[config.mk]
export PLATFORM = sky130hd
export DESIGN_NAME = qpll_divider_calculator
export DESIGN_NICKNAME = d
export VERILOG_FILES = /design/src/qdc_pkg.sv /design/src/qpll_divider_calculator.sv /design/src/qdc_div_cell.sv /design/src/qdc_post.sv
export SDC_FILE = /design/constraint.sdc
export NUM_CORES = 1
export LEC_CHECK = 0
export BUFFER_PORTS_ARGS = -buffer_cell sky130_fd_sc_hd__buf_4
export CAP_MARGIN = 20
export CORE_MARGIN = 3
export CORE_UTILIZATION = 57
export CTS_BUF_LIST = sky130_fd_sc_hd__clkbuf_4
export DETAILED_ROUTE_END_ITERATION = 12
export MAX_ROUTING_LAYER = met4
export PLACE_DENSITY = 0.76
export SLEW_MARGIN = 15
export SYNTH_ARGS = -nofsm -noshare
export SYNTH_HDL_FRONTEND = slang
export SYNTH_SLANG_ARGS = --single-unit
[constraint.sdc]
create_clock -name i_clk -period 61.1 [get_ports i_clk]
set_input_delay 9.165 -clock i_clk [delete_from_list [all_inputs] [get_ports i_clk]]
set_output_delay 9.165 -clock i_clk [all_outputs]
set_load 0.05 [all_outputs]
[src/qdc_pkg.sv]
// Shared types and constants for the QPLL divider calculator.
package qdc_pkg;

    localparam logic [19:0] REFCLK_MIN_KHZ = 20'd60000;
    localparam logic [19:0] REFCLK_MAX_KHZ = 20'd820000;
    localparam logic [23:0] RATE0_MIN_KBPS = 24'd9800000;
    localparam logic [23:0] RATE1_MIN_KBPS = 24'd8000000;
    localparam logic [23:0] RATE_MAX_KBPS  = 24'd12500000;
    localparam logic [7:0]  FB_LIMIT       = 8'd160;
    localparam logic [7:0]  FB_MIN         = 8'd2;
    localparam logic [7:0]  SECOND_BASE    = 8'h80;
    localparam logic [4:0]  M_ONE_CODE     = 5'd16;

    // quotient bits per divider chain, dividend and divisor widths
    localparam int QUO_W  = 8;
    localparam int DVD_W  = 25;
    localparam int DVS1_W = 21;
    localparam int DVS2_W = 5;

    typedef enum logic [2:0] {
        ST_OK      = 3'd0,
        ST_REFCLK  = 3'd1,
        ST_RATE    = 3'd2,
        ST_FB_HIGH = 3'd3,
        ST_FB_LOW  = 3'd4
    } t_status;

    // side info that rides along the divider cells
    typedef struct packed {
        logic       sel;
        t_status    status;
        logic [4:0] fixed_div;
    } t_side;

    localparam int SIDE_W = $bits(t_side);

    typedef struct packed {
        t_status    status;
        logic [7:0] feedback_div;
        logic [2:0] ref_div;
        logic [4:0] out_div;
        logic [7:0] feedback_code;
        logic [4:0] ref_div_code;
        logic [7:0] reg_base;
    } t_result;

endpackage

[src/qpll_divider_calculator.sv]
// Top level of the QPLL divider calculator: range check, two divider chains, result register.
// Pipeline: 18 register stages (input
//   register, 8 cells of N = (2K+R)/(2R), 8 cells of N/D, output register).
// Throughput: one word per cycle; each division cell resolves one quotient bit.
// Stall: the whole pipeline holds while the output word waits for i_out_ready.
// Reset: synchronous active-low i_rst_n clears all valid bits; fixed_out_div resets to 1.
module qpll_divider_calculator (
    input  logic        i_clk,
    input  logic        i_rst_n,

    input  logic        i_cfg_we,
    input  logic [4:0]  i_cfg_wdata,

    input  logic        i_in_valid,
    output logic        o_in_ready,
    input  logic        i_pll_select,
    input  logic [19:0] i_refclk_khz,
    input  logic [23:0] i_linerate_kbps,

    output logic        o_out_valid,
    input  logic        i_out_ready,
    output logic [2:0]  o_status,
    output logic [7:0]  o_feedback_div,
    output logic [2:0]  o_ref_div,
    output logic [4:0]  o_out_div,
    output logic [7:0]  o_feedback_code,
    output logic [4:0]  o_ref_div_code,
    output logic [7:0]  o_reg_base
);

    localparam int QW    = qdc_pkg::QUO_W;
    localparam int SW    = qdc_pkg::SIDE_W;
    localparam int D1W   = qdc_pkg::DVS1_W;
    localparam int D2W   = qdc_pkg::DVS2_W;
    localparam int REM1W = D1W + QW;
    localparam int REM2W = D2W + QW;

    // Pipeline advance: the output register is empty or being drained.
    logic w_en;

    // Config register
    logic [4:0] r_fixed_out_div;

    // Input stage
    logic                     n_s0_lo_ok;
    qdc_pkg::t_side           n_s0_side;
    logic [qdc_pkg::DVD_W-1:0] n_s0_dvd;
    logic                     r_s0_valid;
    qdc_pkg::t_side           r_s0_side;
    logic [qdc_pkg::DVD_W-1:0] r_s0_dvd;
    logic [D1W-1:0]           r_s0_dvs;

    // First chain: N0 = (2K + R) / (2R)
    logic             s1_valid [0:QW];
    logic [REM1W-1:0] s1_rem   [0:QW];
    logic [D1W-1:0]   s1_dvs   [0:QW];
    logic [QW-1:0]    s1_quo   [0:QW];
    logic [SW-1:0]    s1_side  [0:QW];

    // Second chain: N1 = N0 / D
    logic             s2_valid [0:QW];
    logic [REM2W-1:0] s2_rem   [0:QW];
    logic [D2W-1:0]   s2_dvs   [0:QW];
    logic [QW-1:0]    s2_quo   [0:QW];
    logic [SW-1:0]    s2_side  [0:QW];

    qdc_pkg::t_side   w_mid_side;
    qdc_pkg::t_result w_res;

    // Output register
    logic             r_out_valid;
    qdc_pkg::t_result r_out;

    assign w_en       = !r_out_valid || i_out_ready;
    assign o_in_ready = w_en;

    always_ff @(posedge i_clk) begin
        if (!i_rst_n) begin
            r_fixed_out_div <= 5'd1;
        end else if (i_cfg_we) begin
            r_fixed_out_div <= i_cfg_wdata;
        end
    end

    // Range checks; refclk failure takes precedence over line rate failure.
    always_comb begin
        n_s0_lo_ok = i_pll_select ? (i_linerate_kbps >= qdc_pkg::RATE1_MIN_KBPS)
                                  : (i_linerate_kbps >= qdc_pkg::RATE0_MIN_KBPS);
        n_s0_side.sel       = i_pll_select;
        n_s0_side.fixed_div = r_fixed_out_div;
        if (i_refclk_khz < qdc_pkg::REFCLK_MIN_KHZ || i_refclk_khz > qdc_pkg::REFCLK_MAX_KHZ) begin
            n_s0_side.status = qdc_pkg::ST_REFCLK;
        end else if (!n_s0_lo_ok || i_linerate_kbps > qdc_pkg::RATE_MAX_KBPS) begin
            n_s0_side.status = qdc_pkg::ST_RATE;
        end else begin
            n_s0_side.status = qdc_pkg::ST_OK;
        end
        // 2K + R; rounding half up comes from the added R
        n_s0_dvd = {i_linerate_kbps, 1'b0} + qdc_pkg::DVD_W'(i_refclk_khz);
    end

    always_ff @(posedge i_clk) begin
        if (!i_rst_n) begin
            r_s0_valid <= 1'b0;
        end else if (w_en) begin
            r_s0_valid <= i_in_valid;
        end
    end

    always_ff @(posedge i_clk) begin
        if (w_en) begin
            r_s0_side <= n_s0_side;
            r_s0_dvd  <= n_s0_dvd;
            r_s0_dvs  <= {i_refclk_khz, 1'b0};
        end
    end

    assign s1_valid[0] = r_s0_valid;
    assign s1_rem[0]   = REM1W'(r_s0_dvd);
    assign s1_dvs[0]   = r_s0_dvs;
    assign s1_quo[0]   = '0;
    assign s1_side[0]  = r_s0_side;

    // Quotient is below 256 for every in-range request; out-of-range
    // requests carry an error status and their quotient is discarded.
    for (genvar g = 0; g < QW; g++) begin : g_chain1
        qdc_div_cell #(
            .DVS_W  (D1W),
            .QUO_W  (QW),
            .BIT    (QW - 1 - g),
            .SIDE_W (SW)
        ) u_cell (
            .i_clk   (i_clk),
            .i_rst_n (i_rst_n),
            .i_en    (w_en),
            .i_valid (s1_valid[g]),
            .i_rem   (s1_rem[g]),
            .i_dvs   (s1_dvs[g]),
            .i_quo   (s1_quo[g]),
            .i_side  (s1_side[g]),
            .o_valid (s1_valid[g+1]),
            .o_rem   (s1_rem[g+1]),
            .o_dvs   (s1_dvs[g+1]),
            .o_quo   (s1_quo[g+1]),
            .o_side  (s1_side[g+1])
        );
    end

    // Automatic mode divides by 1 here; a fixed D divides N0 directly.
    assign w_mid_side  = qdc_pkg::t_side'(s1_side[QW]);
    assign s2_valid[0] = s1_valid[QW];
    assign s2_rem[0]   = REM2W'(s1_quo[QW]);
    assign s2_dvs[0]   = (w_mid_side.fixed_div == 5'd0) ? D2W'(1) : w_mid_side.fixed_div;
    assign s2_quo[0]   = '0;
    assign s2_side[0]  = s1_side[QW];

    for (genvar g = 0; g < QW; g++) begin : g_chain2
        qdc_div_cell #(
            .DVS_W  (D2W),
            .QUO_W  (QW),
            .BIT    (QW - 1 - g),
            .SIDE_W (SW)
        ) u_cell (
            .i_clk   (i_clk),
            .i_rst_n (i_rst_n),
            .i_en    (w_en),
            .i_valid (s2_valid[g]),
            .i_rem   (s2_rem[g]),
            .i_dvs   (s2_dvs[g]),
            .i_quo   (s2_quo[g]),
            .i_side  (s2_side[g]),
            .o_valid (s2_valid[g+1]),
            .o_rem   (s2_rem[g+1]),
            .o_dvs   (s2_dvs[g+1]),
            .o_quo   (s2_quo[g+1]),
            .o_side  (s2_side[g+1])
        );
    end

    qdc_post u_post (
        .i_quo  (s2_quo[QW]),
        .i_side (qdc_pkg::t_side'(s2_side[QW])),
        .o_res  (w_res)
    );

    always_ff @(posedge i_clk) begin
        if (!i_rst_n) begin
            r_out_valid <= 1'b0;
        end else if (w_en) begin
            r_out_valid <= s2_valid[QW];
        end
    end

    always_ff @(posedge i_clk) begin
        if (w_en) begin
            r_out <= w_res;
        end
    end

    assign o_out_valid     = r_out_valid;
    assign o_status        = r_out.status;
    assign o_feedback_div  = r_out.feedback_div;
    assign o_ref_div       = r_out.ref_div;
    assign o_out_div       = r_out.out_div;
    assign o_feedback_code = r_out.feedback_code;
    assign o_ref_div_code  = r_out.ref_div_code;
    assign o_reg_base      = r_out.reg_base;

endmodule

[src/qdc_div_cell.sv]
// One restoring-division cell: resolves one quotient bit and passes on.
module qdc_div_cell #(
    parameter int DVS_W  = 21,
    parameter int QUO_W  = 8,
    parameter int BIT    = 7,
    parameter int SIDE_W = 9
) (
    input  logic                   i_clk,
    input  logic                   i_rst_n,
    input  logic                   i_en,
    input  logic                   i_valid,
    input  logic [DVS_W+QUO_W-1:0] i_rem,
    input  logic [DVS_W-1:0]       i_dvs,
    input  logic [QUO_W-1:0]       i_quo,
    input  logic [SIDE_W-1:0]      i_side,
    output logic                   o_valid,
    output logic [DVS_W+QUO_W-1:0] o_rem,
    output logic [DVS_W-1:0]       o_dvs,
    output logic [QUO_W-1:0]       o_quo,
    output logic [SIDE_W-1:0]      o_side
);

    localparam int REM_W = DVS_W + QUO_W;

    logic [REM_W-1:0]  w_shifted;
    logic              w_ge;
    logic [REM_W-1:0]  n_rem;
    logic [QUO_W-1:0]  n_quo;

    logic              r_valid;
    logic [REM_W-1:0]  r_rem;
    logic [DVS_W-1:0]  r_dvs;
    logic [QUO_W-1:0]  r_quo;
    logic [SIDE_W-1:0] r_side;

    always_comb begin
        w_shifted  = REM_W'(i_dvs) << BIT;
        w_ge       = (i_rem >= w_shifted);
        n_rem      = w_ge ? (i_rem - w_shifted) : i_rem;
        n_quo      = i_quo;
        n_quo[BIT] = w_ge;
    end

    always_ff @(posedge i_clk) begin
        if (!i_rst_n) begin
            r_valid <= 1'b0;
        end else if (i_en) begin
            r_valid <= i_valid;
        end
    end

    always_ff @(posedge i_clk) begin
        if (i_en) begin
            r_rem  <= n_rem;
            r_dvs  <= i_dvs;
            r_quo  <= n_quo;
            r_side <= i_side;
        end
    end

    assign o_valid = r_valid;
    assign o_rem   = r_rem;
    assign o_dvs   = r_dvs;
    assign o_quo   = r_quo;
    assign o_side  = r_side;

endmodule

[src/qdc_post.sv]
// Final selection of M and D, status and register field codes.
module qdc_post (
    input  logic [qdc_pkg::QUO_W-1:0] i_quo,
    input  qdc_pkg::t_side            i_side,
    output qdc_pkg::t_result          o_res
);

    logic       w_halve;
    logic [7:0] w_n;
    logic [2:0] w_m;
    logic [4:0] w_d;
    qdc_pkg::t_status w_status;

    // An 8-bit N over 160 always drops below 160 at M = 2, and the halved
    // value never exceeds 160, so the automatic D search settles at 1.
    always_comb begin
        w_halve = (i_quo > qdc_pkg::FB_LIMIT);
        w_n     = w_halve ? (i_quo >> 1) : i_quo;
        w_m     = w_halve ? 3'd2 : 3'd1;
        w_d     = (i_side.fixed_div == 5'd0) ? 5'd1 : i_side.fixed_div;

        if (i_side.status != qdc_pkg::ST_OK) begin
            w_status = i_side.status;
        end else if (w_n > qdc_pkg::FB_LIMIT) begin
            w_status = qdc_pkg::ST_FB_HIGH;
        end else if (w_n < qdc_pkg::FB_MIN) begin
            w_status = qdc_pkg::ST_FB_LOW;
        end else begin
            w_status = qdc_pkg::ST_OK;
        end

        o_res        = '0;
        o_res.status = w_status;
        if (w_status == qdc_pkg::ST_OK) begin
            o_res.feedback_div  = w_n;
            o_res.ref_div       = w_m;
            o_res.out_div       = w_d;
            o_res.feedback_code = w_n - qdc_pkg::FB_MIN;
            o_res.ref_div_code  = (w_m == 3'd1) ? qdc_pkg::M_ONE_CODE : 5'(w_m - 3'd2);
            o_res.reg_base      = i_side.sel ? qdc_pkg::SECOND_BASE : 8'd0;
        end
    end

endmodule
==> run_results.csv <==
group,metric,value,unit
detailed_routing,wire_per_inst,15.54,µm
clocking,clk_pin_slew,0.06,ns
yosys,ys_top_cells_by_area,"edfxtp_1, ha_1, inv_1",
critical_path,reg2reg_depth,7,
placed_design,dpl.hpwl,47940,µm
timing,finalSetupViolations,0,
layout,final_design_area_no_fill,40960,µm²
placed_design,io_buffers,88,
critical_path,critical_path_class,"in -> out",
floorplanning,initial_utilization,0.5771,
clocking,clockBufferDepth,3,
power_and_ir_drop,power_per_cell_area,42.39,nW/µm²
critical_path,worstSetupEndpointType,"primary output",
outcome,outcome,"finished, final reports clean",
placed_design,gp_congestion,0.9256,
layout,nNetsFinal,3515,
detailed_routing,routed_wl,65600,µm
critical_path,reg2reg_to,"g_chain1[6].u_cell.o_dvs[13]",
clocking,cts_tree,"yes",
floorplanning,ioPinCount,97,
clocking,clk_latency,0.98,ns
yosys,synth_top_area_cell,"edfxtp_1",
detailed_routing,drtAntennaViolNets,0,
grt,grt_max_degree,105,
power_and_ir_drop,totalPowerFinal,1.736,mW
run,drv_cap,0,
critical_path,r2r_slack,56.30,ns
yosys,synth_top_area_frac,0.5982,
grt,grt_pass1_vias,22988,
timing,tightest_slew,1.036,ns
yosys,synthCells,3009,
timing,slew_headroom,0.3095,
critical_path,worst_setup_path_start_kind,"input port",
clocking,postCtsSetupBuffers,0,
timing,finalCritPeriodShare,0.3195,
yosys,async_reset_ff_frac,0,
hold_path,hold_depth,0,
floorplanning,core,64460,µm²
yosys,synth-main-ff-cell,"edfxtp_1",
yosys,yosys_warnings,0,
critical_path,path_max_fanout,104,
critical_path,critPathRequiredTime,51.93,ns
grt,grt_pass1_wl,106900,µm
timing,skew,0.07370,ns
hold_path,min_to,"g_chain2[5].u_cell.o_rem[1]",
detailed_routing,vias,23277,
timing,tns,0,ns
detailed_routing,drt_iter0_markers,1478,
yosys,synthesis.area,37200,µm²
yosys,syn_area_per_cell,12.36,µm²
grt,grt.overflow.total,0,
yosys,synth_cell_type_count,94,
grt,antenna_found_initial,2,
yosys,yosysSeqAreaShare,0.6105,
clocking,cts_max_level,4,
timing,hold-worst-slack,0.3985,ns
layout,final_core_util,0.6354,
power_and_ir_drop,max-vdd-ir-drop,0.02768,mV
yosys,synth_seq_cells,764,
timing,fmax,0.05123,GHz
yosys,synth_edf_count,741,
floorplanning,die_area,68360,µm²
detailed_routing,post-route-drc-count,0,
timing,rsz0062_at_grt,"no",
layout,area_growth,10.11,%
grt,track_usage,0.1998,
clocking,cts_buffers,186,
hold_path,hp-class,"reg -> reg",
layout,drive_gt1_frac,0.1308,
detailed_routing,via_per_inst,5.516,
timing,fin_crit,19.52,ns
detailed_routing,drtPass1Iterations,5,
clocking,clkSinkCount,764,
hold_path,hp-start,"g_chain2[4].u_cell.o_rem[1]",
timing,drv_slew,0,
layout,layout_commonest_cell,"edfxtp_1",
floorplanning,num_rows,93,
critical_path,r2r_start,"o_out_valid",
placed_design,place_area,38710,µm²
floorplanning,die_h,261.5,µm
layout,fill_cells,4889,
layout,layout_common_cells,"edfxtp_1, inv_1, clkbuf_4, nand2_1, ha_1",
clocking,cts_resized,0,
floorplanning,die_w,261.5,µm
timing,finalHoldViolations,0,
clocking,hold_buffers,0,
critical_path,arrival,10.36,ns
power_and_ir_drop,p_leak,16.86,nW
clocking,root_buffer,"clkbuf_4",
layer usage:
layer	track usage	vias to the layer above	wire length [µm]
met5	-	-	0
met4	0.1087	0	2860
met3	0.04062	177	2832
met2	0.3311	640	32330
met1	0.2292	10831	27570
li1	-	11629	-
worst max-delay path by stage:
stage / start / end / cells after the start
final: i_out_ready / o_in_ready / 5
after CTS: i_out_ready / o_in_ready / 5
after global placement: i_out_ready / o_in_ready / 5
after global routing: i_out_ready / o_in_ready / 5
after detailed placement: i_out_ready / o_in_ready / 5
after floorplan: i_out_ready / o_in_ready / 4
stage by stage:
step | cells | worst slack (ns)
after floorplan | 3017 | 21.91
after global placement | 3899 | 41.59
after detailed placement | 3899 | 41.57
after CTS | 4217 | 41.58
after global routing | 4220 | 41.50
final | 4220 | 41.58
worst max-delay path, cell delays in order:
cell and delay [ns]:
buf_4 0.08, nor2b_1 0.03, buf_4 0.20, inv_8 0.47, buf_4 0.32
state kept, by name, indices dropped and copies added (netlist names), 5 cells and up:
signal and count:
g_chain1.u_cell.o_rem 203, g_chain1.u_cell.o_dvs 133, g_chain2.u_cell.o_rem 91, g_chain1.u_cell.o_side 64
g_chain2.u_cell.o_side 64, g_chain1.u_cell.o_quo 36, g_chain2.u_cell.o_quo 36, g_chain2.u_cell.o_dvs 35
r_s0_dvd 25, r_s0_dvs 19, g_chain1.u_cell.o_valid 8, g_chain2.u_cell.o_valid 8
o_feedback_div 8, r_s0_side 8, o_feedback_code 7, o_out_div 5
r_fixed_out_div 5
cell type report:
class,count,area [µm²],area share
flip-flops and latches,764,22710,0.5545
multi-input cells,1913,13150,0.3210
clock buffers,249,1869,0.04563
well taps,855,1070,0.02612
inverters,262,991.0,0.02419
repair buffers,106,815.8,0.01992
clock inverters,69,350.3,0.008553
diodes,2,5.005,0.0001222
logic make-up (layout without fill, tap and decap cells):
group	Yosys count	after routing	share of synthesized area
buffers and inverters	340	686	0.03700
DFF	764	764	0.6105
adders and majority gates	227	227	0.07918
AOI/OAI and AO/OA	657	657	0.1138
other	1	11	0.0001008
muxes	34	34	0.01002
xor gates and xnor gates	185	185	0.04356
and+or+nand+nor	801	801	0.1058
report_power, final:
| group | switching [mW] | internal, mW |
|---|---|---|
| registers | 0.0641 | 0.724 |
| logic | 0.317 | 0.247 |
| clock network | 0.189 | 0.195 |
| total | 0.570 | 1.17 |
cell usage after synthesis (9+ instances only):
| master | instances |
|---|---|
| inv_1 | 257 |
| nand4_1 | 24 |
| clkbuf_1 | 40 |
| o21ai_0 | 172 |
| or4_1 | 14 |
| a31oi_1 | 22 |
| nand2_1 | 245 |
| ha_1 | 213 |
| or3_1 | 17 |
| o211ai_1 | 12 |
| o21bai_1 | 14 |
| fa_1 | 14 |
| nor4_1 | 30 |
| xnor2_1 | 90 |
| nor2_1 | 197 |
| buf_4 | 17 |
| nor3_1 | 56 |
| and3_1 | 21 |
| o31a_1 | 11 |
| mux2_2 | 12 |
| o21ai_1 | 27 |
| a211oi_1 | 30 |
| nand4b_1 | 12 |
| dfxtp_1 | 23 |
| a211o_1 | 9 |
| nand2b_1 | 42 |
| mux2i_1 | 14 |
| a21boi_0 | 23 |
| o21a_1 | 30 |
| buf_2 | 17 |
| nor2b_1 | 48 |
| o31ai_1 | 16 |
| xor2_1 | 95 |
| edfxtp_1 | 741 |
| a21oi_1 | 168 |
| nand3_1 | 45 |
| a21o_1 | 55 |
No activity file was read; power rests on OpenSTA's default activity.
